[src/sv/simon128_256_ctr_keystream_core_defines.svh]
// Assertion macros for the Simon 128/256 counter-mode keystream core.
`ifndef SIMON128_256_CTR_KEYSTREAM_CORE_DEFINES_SVH
`define SIMON128_256_CTR_KEYSTREAM_CORE_DEFINES_SVH

`ifndef SYNTHESIS
// Plain property, checked at every rising clock edge outside reset
`define SIMCTR_ASSERT(lbl, clk, rst, prop, msg) \
  lbl: assert property (@(posedge clk) disable iff (rst) (prop)) else $error(msg);
// Antecedent implies consequent in the same cycle
`define SIMCTR_ASSERT_IMP(lbl, clk, rst, ante, cons, msg) \
  lbl: assert property (@(posedge clk) disable iff (rst) (ante) |-> (cons)) else $error(msg);
// Antecedent implies consequent in the next cycle
`define SIMCTR_ASSERT_NXT(lbl, clk, rst, ante, cons, msg) \
  lbl: assert property (@(posedge clk) disable iff (rst) (ante) |=> (cons)) else $error(msg);
`else
`define SIMCTR_ASSERT(lbl, clk, rst, prop, msg)
`define SIMCTR_ASSERT_IMP(lbl, clk, rst, ante, cons, msg)
`define SIMCTR_ASSERT_NXT(lbl, clk, rst, ante, cons, msg)
`endif

`endif

[src/sv/simctr_pkg.sv]
// Types, constants and helper functions shared by the Simon counter-mode core.
package simctr_pkg;

  localparam int WORD_W     = 64;
  localparam int BYTES_W    = 5;
  localparam int CFG_IDX_W  = 3;
  localparam int ROUNDS_DEF = 72;

  localparam logic [WORD_W-1:0]  KS_CONST   = 64'hFFFF_FFFF_FFFF_FFFC;
  localparam logic [WORD_W-1:0]  SEQ_CONST  = 64'hFDC9_4C3A_046D_678B;
  localparam logic [BYTES_W-1:0] FULL_BYTES = 5'd16;
  localparam logic [BYTES_W-1:0] HALF_BYTES = 5'd8;

  // Configuration register indexes
  typedef enum logic [CFG_IDX_W-1:0] {
    CFG_KEY_WORD0  = 3'd0,
    CFG_KEY_WORD1  = 3'd1,
    CFG_KEY_WORD2  = 3'd2,
    CFG_KEY_WORD3  = 3'd3,
    CFG_NONCE_LOW  = 3'd4,
    CFG_NONCE_HIGH = 3'd5
  } cfg_reg_e;

  // Sequencer states
  typedef enum logic [2:0] {
    S_IDLE,
    S_SETUP,
    S_KEXP,
    S_PREF,
    S_ROUND,
    S_DONE
  } state_e;

  typedef struct packed {
    logic               restart;
    logic [WORD_W-1:0]  data_low;
    logic [WORD_W-1:0]  data_high;
    logic [BYTES_W-1:0] valid_bytes;
  } in_word_t;

  typedef struct packed {
    logic [WORD_W-1:0]  out_low;
    logic [WORD_W-1:0]  out_high;
    logic [BYTES_W-1:0] out_bytes;
  } out_word_t;

  // Controller to datapath
  typedef struct packed {
    logic capture;   // take the input word
    logic load_ctr;  // counter from nonce registers
    logic load_xy;   // cipher state from counter
    logic kexp;      // one key schedule step
    logic round;     // one cipher round
    logic finish;    // write result, step counter on a full block
  } cmd_t;

  // Datapath to controller
  typedef struct packed {
    logic restart;
    logic out_free;
  } status_t;

  function automatic logic [WORD_W-1:0] rotl(input logic [WORD_W-1:0] v,
                                             input int unsigned r);
    return (v << r) | (v >> (WORD_W - r));
  endfunction

  function automatic logic [WORD_W-1:0] rotr(input logic [WORD_W-1:0] v,
                                             input int unsigned r);
    return (v >> r) | (v << (WORD_W - r));
  endfunction

  // Simon round function
  function automatic logic [WORD_W-1:0] round_f(input logic [WORD_W-1:0] v);
    return (rotl(v, 1) & rotl(v, 8)) ^ rotl(v, 2);
  endfunction

  // Mask keeping the lowest n bytes of a word (n of 8 or more keeps all)
  function automatic logic [WORD_W-1:0] byte_mask(input logic [BYTES_W-1:0] n);
    logic [WORD_W-1:0] m;
    m = '0;
    for (int b = 0; b < WORD_W / 8; b++) begin
      m[8*b +: 8] = (n > BYTES_W'(b)) ? 8'hFF : 8'h00;
    end
    return m;
  endfunction

endpackage

[src/sv/simctr_ctrl.sv]
// Sequencer for key expansion, cipher rounds and result hand-off.
`include "simon128_256_ctr_keystream_core_defines.svh"

module simctr_ctrl
  import simctr_pkg::*;
#(
  parameter int ROUNDS = ROUNDS_DEF,
  parameter int RW     = $clog2(ROUNDS)
) (
  input  logic          clk,
  input  logic          rst,
  input  logic          in_valid,
  output logic          in_stall,
  input  status_t       status,
  output cmd_t          cmd,
  output logic [RW-1:0] idx,
  output logic [RW-1:0] rd_addr
);

  localparam logic [RW-1:0] LAST = RW'(ROUNDS - 1);

  state_e state, state_next;

  // State and step counter
  always_ff @(posedge clk) begin
    if (rst) begin
      state <= S_IDLE;
      idx   <= '0;
    end else begin
      state <= state_next;
      if (state == S_KEXP || state == S_ROUND) begin
        idx <= idx + RW'(1);
      end else begin
        idx <= '0;
      end
    end
  end

  // Next state
  always_comb begin
    state_next = state;
    unique case (state)
      S_IDLE:  if (in_valid) state_next = S_SETUP;
      S_SETUP: state_next = status.restart ? S_KEXP : S_ROUND;
      S_KEXP:  if (idx == LAST) state_next = S_PREF;
      S_PREF:  state_next = S_ROUND;
      S_ROUND: if (idx == LAST) state_next = S_DONE;
      S_DONE:  if (status.out_free) state_next = S_IDLE;
      default: state_next = S_IDLE;
    endcase
  end

  // Commands
  always_comb begin
    cmd      = '0;
    in_stall = 1'b1;
    rd_addr  = '0;
    unique case (state)
      S_IDLE: begin
        in_stall    = 1'b0;
        cmd.capture = in_valid;
      end
      S_SETUP: begin
        cmd.load_ctr = status.restart;
        cmd.load_xy  = !status.restart;
      end
      S_KEXP:  cmd.kexp = 1'b1;
      S_PREF:  cmd.load_xy = 1'b1;
      S_ROUND: begin
        cmd.round = 1'b1;
        rd_addr   = (idx == LAST) ? '0 : idx + RW'(1);
      end
      S_DONE:  cmd.finish = status.out_free;
      default: cmd = '0;
    endcase
  end

  `SIMCTR_ASSERT_NXT(a_kexp_end, clk, rst, state == S_KEXP && idx == LAST, state == S_PREF, "key schedule did not end after last step")
  `SIMCTR_ASSERT_NXT(a_round_end, clk, rst, state == S_ROUND && idx == LAST, state == S_DONE, "rounds did not end after last round")
  `SIMCTR_ASSERT_IMP(a_round_start, clk, rst, (state != S_ROUND) ##1 (state == S_ROUND), idx == '0, "rounds started at nonzero step")
  `SIMCTR_ASSERT_NXT(a_done_leave, clk, rst, state == S_DONE && status.out_free, state == S_IDLE && !in_stall, "result written but input still stalled")

endmodule

[config.mk]
export PLATFORM = sky130hd
export DESIGN_NAME = simctr_ctrl
export DESIGN_NICKNAME = d
export VERILOG_FILES = /design/src/sv/simctr_pkg.sv /design/src/sv/simctr_ctrl.sv
export VERILOG_INCLUDE_DIRS = /design/src /design/src/sv
export SDC_FILE = /design/constraint.sdc
export NUM_CORES = 1
export LEC_CHECK = 0
export BUFFER_PORTS_ARGS = -buffer_cell sky130_fd_sc_hd__buf_2
export CAP_MARGIN = 20
export CORE_MARGIN = 5
export CORE_UTILIZATION = 39
export DETAILED_ROUTE_END_ITERATION = 6
export HOLD_SLACK_MARGIN = 0.02
export PLACE_DENSITY = 0.66
export SYNTH_ARGS = -nofsm -noshare
export SYNTH_HDL_FRONTEND = slang
export SYNTH_SLANG_ARGS = --single-unit
[constraint.sdc]
create_clock -name clk -period 4.7 [get_ports clk]
set_clock_uncertainty 0.05 [all_clocks]
set_input_delay 0.94 -clock clk [delete_from_list [all_inputs] [get_ports clk]]
set_output_delay 0.94 -clock clk [all_outputs]
set_load 0.02 [all_outputs]
; Word level (Yosys, flattened, before mapping)
; Index checks and enable logic that the tools add are counted.
[word_totals]
ff_bits = 10
inputBits = 5
output_inout_bits = 21
elab_cells = 34
[classes]
add_sub_neg = 1
n_eq_ne = 10
n_mux = 15
n_bitwise = 1
reduce_logical = 5
[op_table]
columns = op, n
row1 = $pmux W3 S6, 1
row2 = $mux W3, 5
row3 = $mux W7, 2
row4 = $add A7 B1 Y7 const B, 1
row5 = $eq A7 B7 Y1 const B, 1
row6 = $eq A3 B2 Y1 const B, 2
row7 = $eq A3 B3 Y1 const B, 2
row8 = $mux W1, 6
row9 = $ne A2 B1 Y1 const B, 2
row10 = $ne A2 B2 Y1 const B, 2
row11 = $reduce_and A4 Y1, 1
row12 = $eq A3 B1 Y1 const B, 1
row13 = $logic_not A3 Y1, 1
row14 = $pmux W1 S2, 1
row15 = $reduce_or A2 Y1, 1
row16 = $logic_not A1 Y1, 1
row17 = $logic_or A1 B1 Y1, 1
row18 = $not A1 Y1, 1

; Logic depth before layout (Yosys ltp)
[depth]
depth_word = 4
mapped_depth = 6
mapped_depth_nobuf = 5

; Worst setup path after synthesis
; No wires, ideal clock.
[synth_timing]
path_kind = register to output
startpoint = register idx[0]
endpoint = output port rd_addr[6]
arrival_time_ps = 1774
required_time_ps = 3710
slack_ps = 1936
stages_incl_launch_ff = 5
n_path_buf = 0
path_cell_list = dfxtp_1 ha_1 nand3_1 or3b_1 a211oi_1
[synth_between]
elab_chain_cells = 3
elab_cells_between_ends = 4
classes_between = add/sub (1) / eq/ne (1) / mux (2)
[synth_rtl]
columns = item, line
row1 = "start, declared", simctr_ctrl.sv:16  ; output logic [RW-1:0] idx,
row2 = "start signal, assigned", simctr_ctrl.sv:32  ; idx <= idx + RW'(1);
row3 = $add A7 B1 Y7 / $eq A7 B7 Y1 (equally long branches), simctr_ctrl.sv:71  ; rd_addr = (idx == LAST) ? '0 : idx + RW'(1);
row4 = $mux W7 *, simctr_ctrl.sv:71
row5 = $mux W7 *, simctr_ctrl.sv:58  ; unique case (state)
row6 = "end, declared", simctr_ctrl.sv:17  ; output logic [RW-1:0] rd_addr
; Every way passes the cells marked *; elsewhere a longest branch is shown, timed or not.

; Final worst setup path
[layout_timing]
startpoint = register idx[0]
endpoint = output port rd_addr[3]
; The elaborated chain is that of the path after synthesis.

==> impl_results.md <==
* Largest net degree at the start of global routing at 11
* I/O Buffers at 25
* Worst-path maximum fanout at 5
* Fraction of layout cells with a size suffix above 1 at 34.0%
* Reg-to-Reg Start: state[2]
* P_sw at 0.0547 mW
* Endpoint class of the critical path: output pin
* Post-CTS Setup Bufs at 0
* CTS hold repair buffers at 0
* Post-Syn Instances at 72
* Die W at 48.9 um
* Initial antenna violation count at 0
* Combinational share of power at 14.8%
* Status: completed
* Filler cells at 158
* Worst Hold Class: reg -> reg
* WHS Path Cells at 1
* Vias per std cell at 5.00
* Clock root buffer: clkbuf_4
* Die H at 48.9 um
* Top cell type's share of synthesized area at 34.0%
* Hold_ws at 435 ps
* Placed instance count at 109
* ANT cells at 0
* CTS sink cnt at 10
* Worst R2R Setup Slack at 3260 ps
* HPWL after DPL at 997 um
* DR WL/cell at 11.5 um
* Total power at 0.201 mW
* Syn Area/Cell at 8.18 um2
* Most frequent cells in the layout: buf_2, nor2_1, dfxtp_1
* Latest clock arrival within the worst-skew pair at 270 ps
* Synth area leader: dfxtp_1
* Area grow syn2layout at 23.8%
* Kind of critical path: reg -> out
* Final instance area at 729 um2
* TritonCTS Buffers at 3
* Core area at 0.00147 mm2
* Maximum clock rate at 356 MHz
* Mapped Area at 589 um2
* Starting Density at 40.1%
* Congestion Overflow GR at 0
* Max_slew headroom at 70.4%
* Layout Utilization at 49.6%
* EDFF count, synth at 0
* Crit start category: register
* Setup TNS at 0 ps
* CTS max path bufs at 2
* CTS tree: yes
* Synth warnings at 0
* Layout Nets at 104
* Most common cell after layout, fill and taps aside: buf_2
* Switching Share at 27.2%
* # DRC at 0
* PnR worst setup slack at 1890 ps
* Sequential share of the synthesized area at 34.0%
* P_int at 0.146 mW
* Fraction of registers with async set/reset at 0%
* R2r endpoint: state[0]
* Gr usage total at 11.4%
* Number of global-route vias before repair at 484
* Max Slew Vio Count at 0
* P per Cell Area at 275 mW/mm2
* Cell Area, Placed at 693 um2
* RSZ-0062 raised after global routing: false
* Die area at 0.00239 mm2
* Crit path required time at 3710 ps
* Yosys cell types at 28
* Hold Crit Endpoint: idx[0]
* Post-Route WL at 1.30 mm
* Final min period at 2810 ps
* Fin. Hold Viols at 0
* Antenna viol nets, final at 0
* Leakage power total at 0.342 nW
* Sequential share of power at 45.4%
* Max VDD drop at 0.000130 V
* Worst Max-Slew Pin Slew at 440 ps
* Htree depth at 1
* Final number of setup-violating endpoints at 0
* CTS resizes at 0
* Final Wtd Congestion at 0.797
* Pre-CTS setup slack at 2190 ps
* Synth Register Bits at 10
* Detailed Route Iter0 Violations at 6
* First-pass GRT wire length at 2.18 mm
* Hold Crit Start: idx[0]
* CP arrival at 1820 ps
* TritonRoute pass-1 iters at 4
* Cell Rows at 14
* Main synth FF type: dfxtp_1
* Fin cells at 113
* Clk pwr share at 39.7%
* Net count after synthesis at 78
* Final period utilization at 59.7%
* Reg clk slew, reported paths at 70 ps
* Area contributors post-synth: dfxtp_1, nor2_1, a21oi_1
* Routed via count at 565
* Ports at 26
* Worst R2R Path Depth at 3
* Max-cap viol count at 0
cell families after synthesis:
family	synth area share (%)
buffers and inverters	9.55
xor gates and xnor gates	5.95
DFF	34.0
adders and majority gates	2.12
and+or+nand+nor	32.5
AOI/OAI and AO/OA	15.9
critical path, cell delays in order, from the launching register on:
cell,delay [ps]
dfxtp_1,390
ha_1,240
nand4bb_1,210
o21ai_0,440
nor2_1,90
buf_2,170
per-layer routing:
layer,global-route usage [%],wire (um),vias to the layer above
met5,0,0,-
met4,5.38,0,0
met3,4.59,74,0
met2,17.2,643,13
met1,14.0,580,259
li1,-,-,293
power groups by stage:
stage	clock (mW)	sequential, mW	combinational [mW]
2_1_floorplan	0	0.0906	0.0267
4_1_cts	0.0825	0.0913	0.0302
3_5_place_dp	0	0.0932	0.0299
3_3_place_gp	0	0.0931	0.0298
6_report	0.0798	0.0913	0.0298
5_1_grt	0.0863	0.0919	0.0329
sequential cells by signal, summed over array words and instances, names as in the netlist:
name	flops
idx	7
state	3
synth_stat cells (2+ instances only):
cell type	count
o21ai_0	3
nor2b_1	2
xor2_1	2
a21oi_1	7
nand2_1	4
inv_1	4
nor2_1	13
nand3_1	3
buf_6	3
xnor2_1	2
dfxtp_1	10
or3_1	3
worst max-delay path by stage:
stage	start	to	slack, ps	depth (start not counted)
3_5_place_dp	idx[0]	rd_addr[3]	2190	5
2_1_floorplan	idx[0]	rd_addr[6]	1940	4
5_1_grt	idx[0]	rd_addr[3]	1720	5
6_report	idx[0]	rd_addr[3]	1890	5
4_1_cts	idx[0]	rd_addr[3]	1880	5
3_3_place_gp	idx[0]	rd_addr[3]	2230	5
area by class of cell:
| type | count | area [um2] | share of cell area (%) |
|---|---|---|---|
| Inverter | 4 | 15.0 | 2.06 |
| Clock buffer | 4 | 36.3 | 4.97 |
| Tap cell | 16 | 20.0 | 2.74 |
| Timing Repair Buffer | 25 | 125 | 17.2 |
| Sequential cell | 10 | 200 | 27.4 |
| Multi-Input combinational cell | 54 | 333 | 45.6 |
No activity file was read; power rests on OpenSTA's default activity.
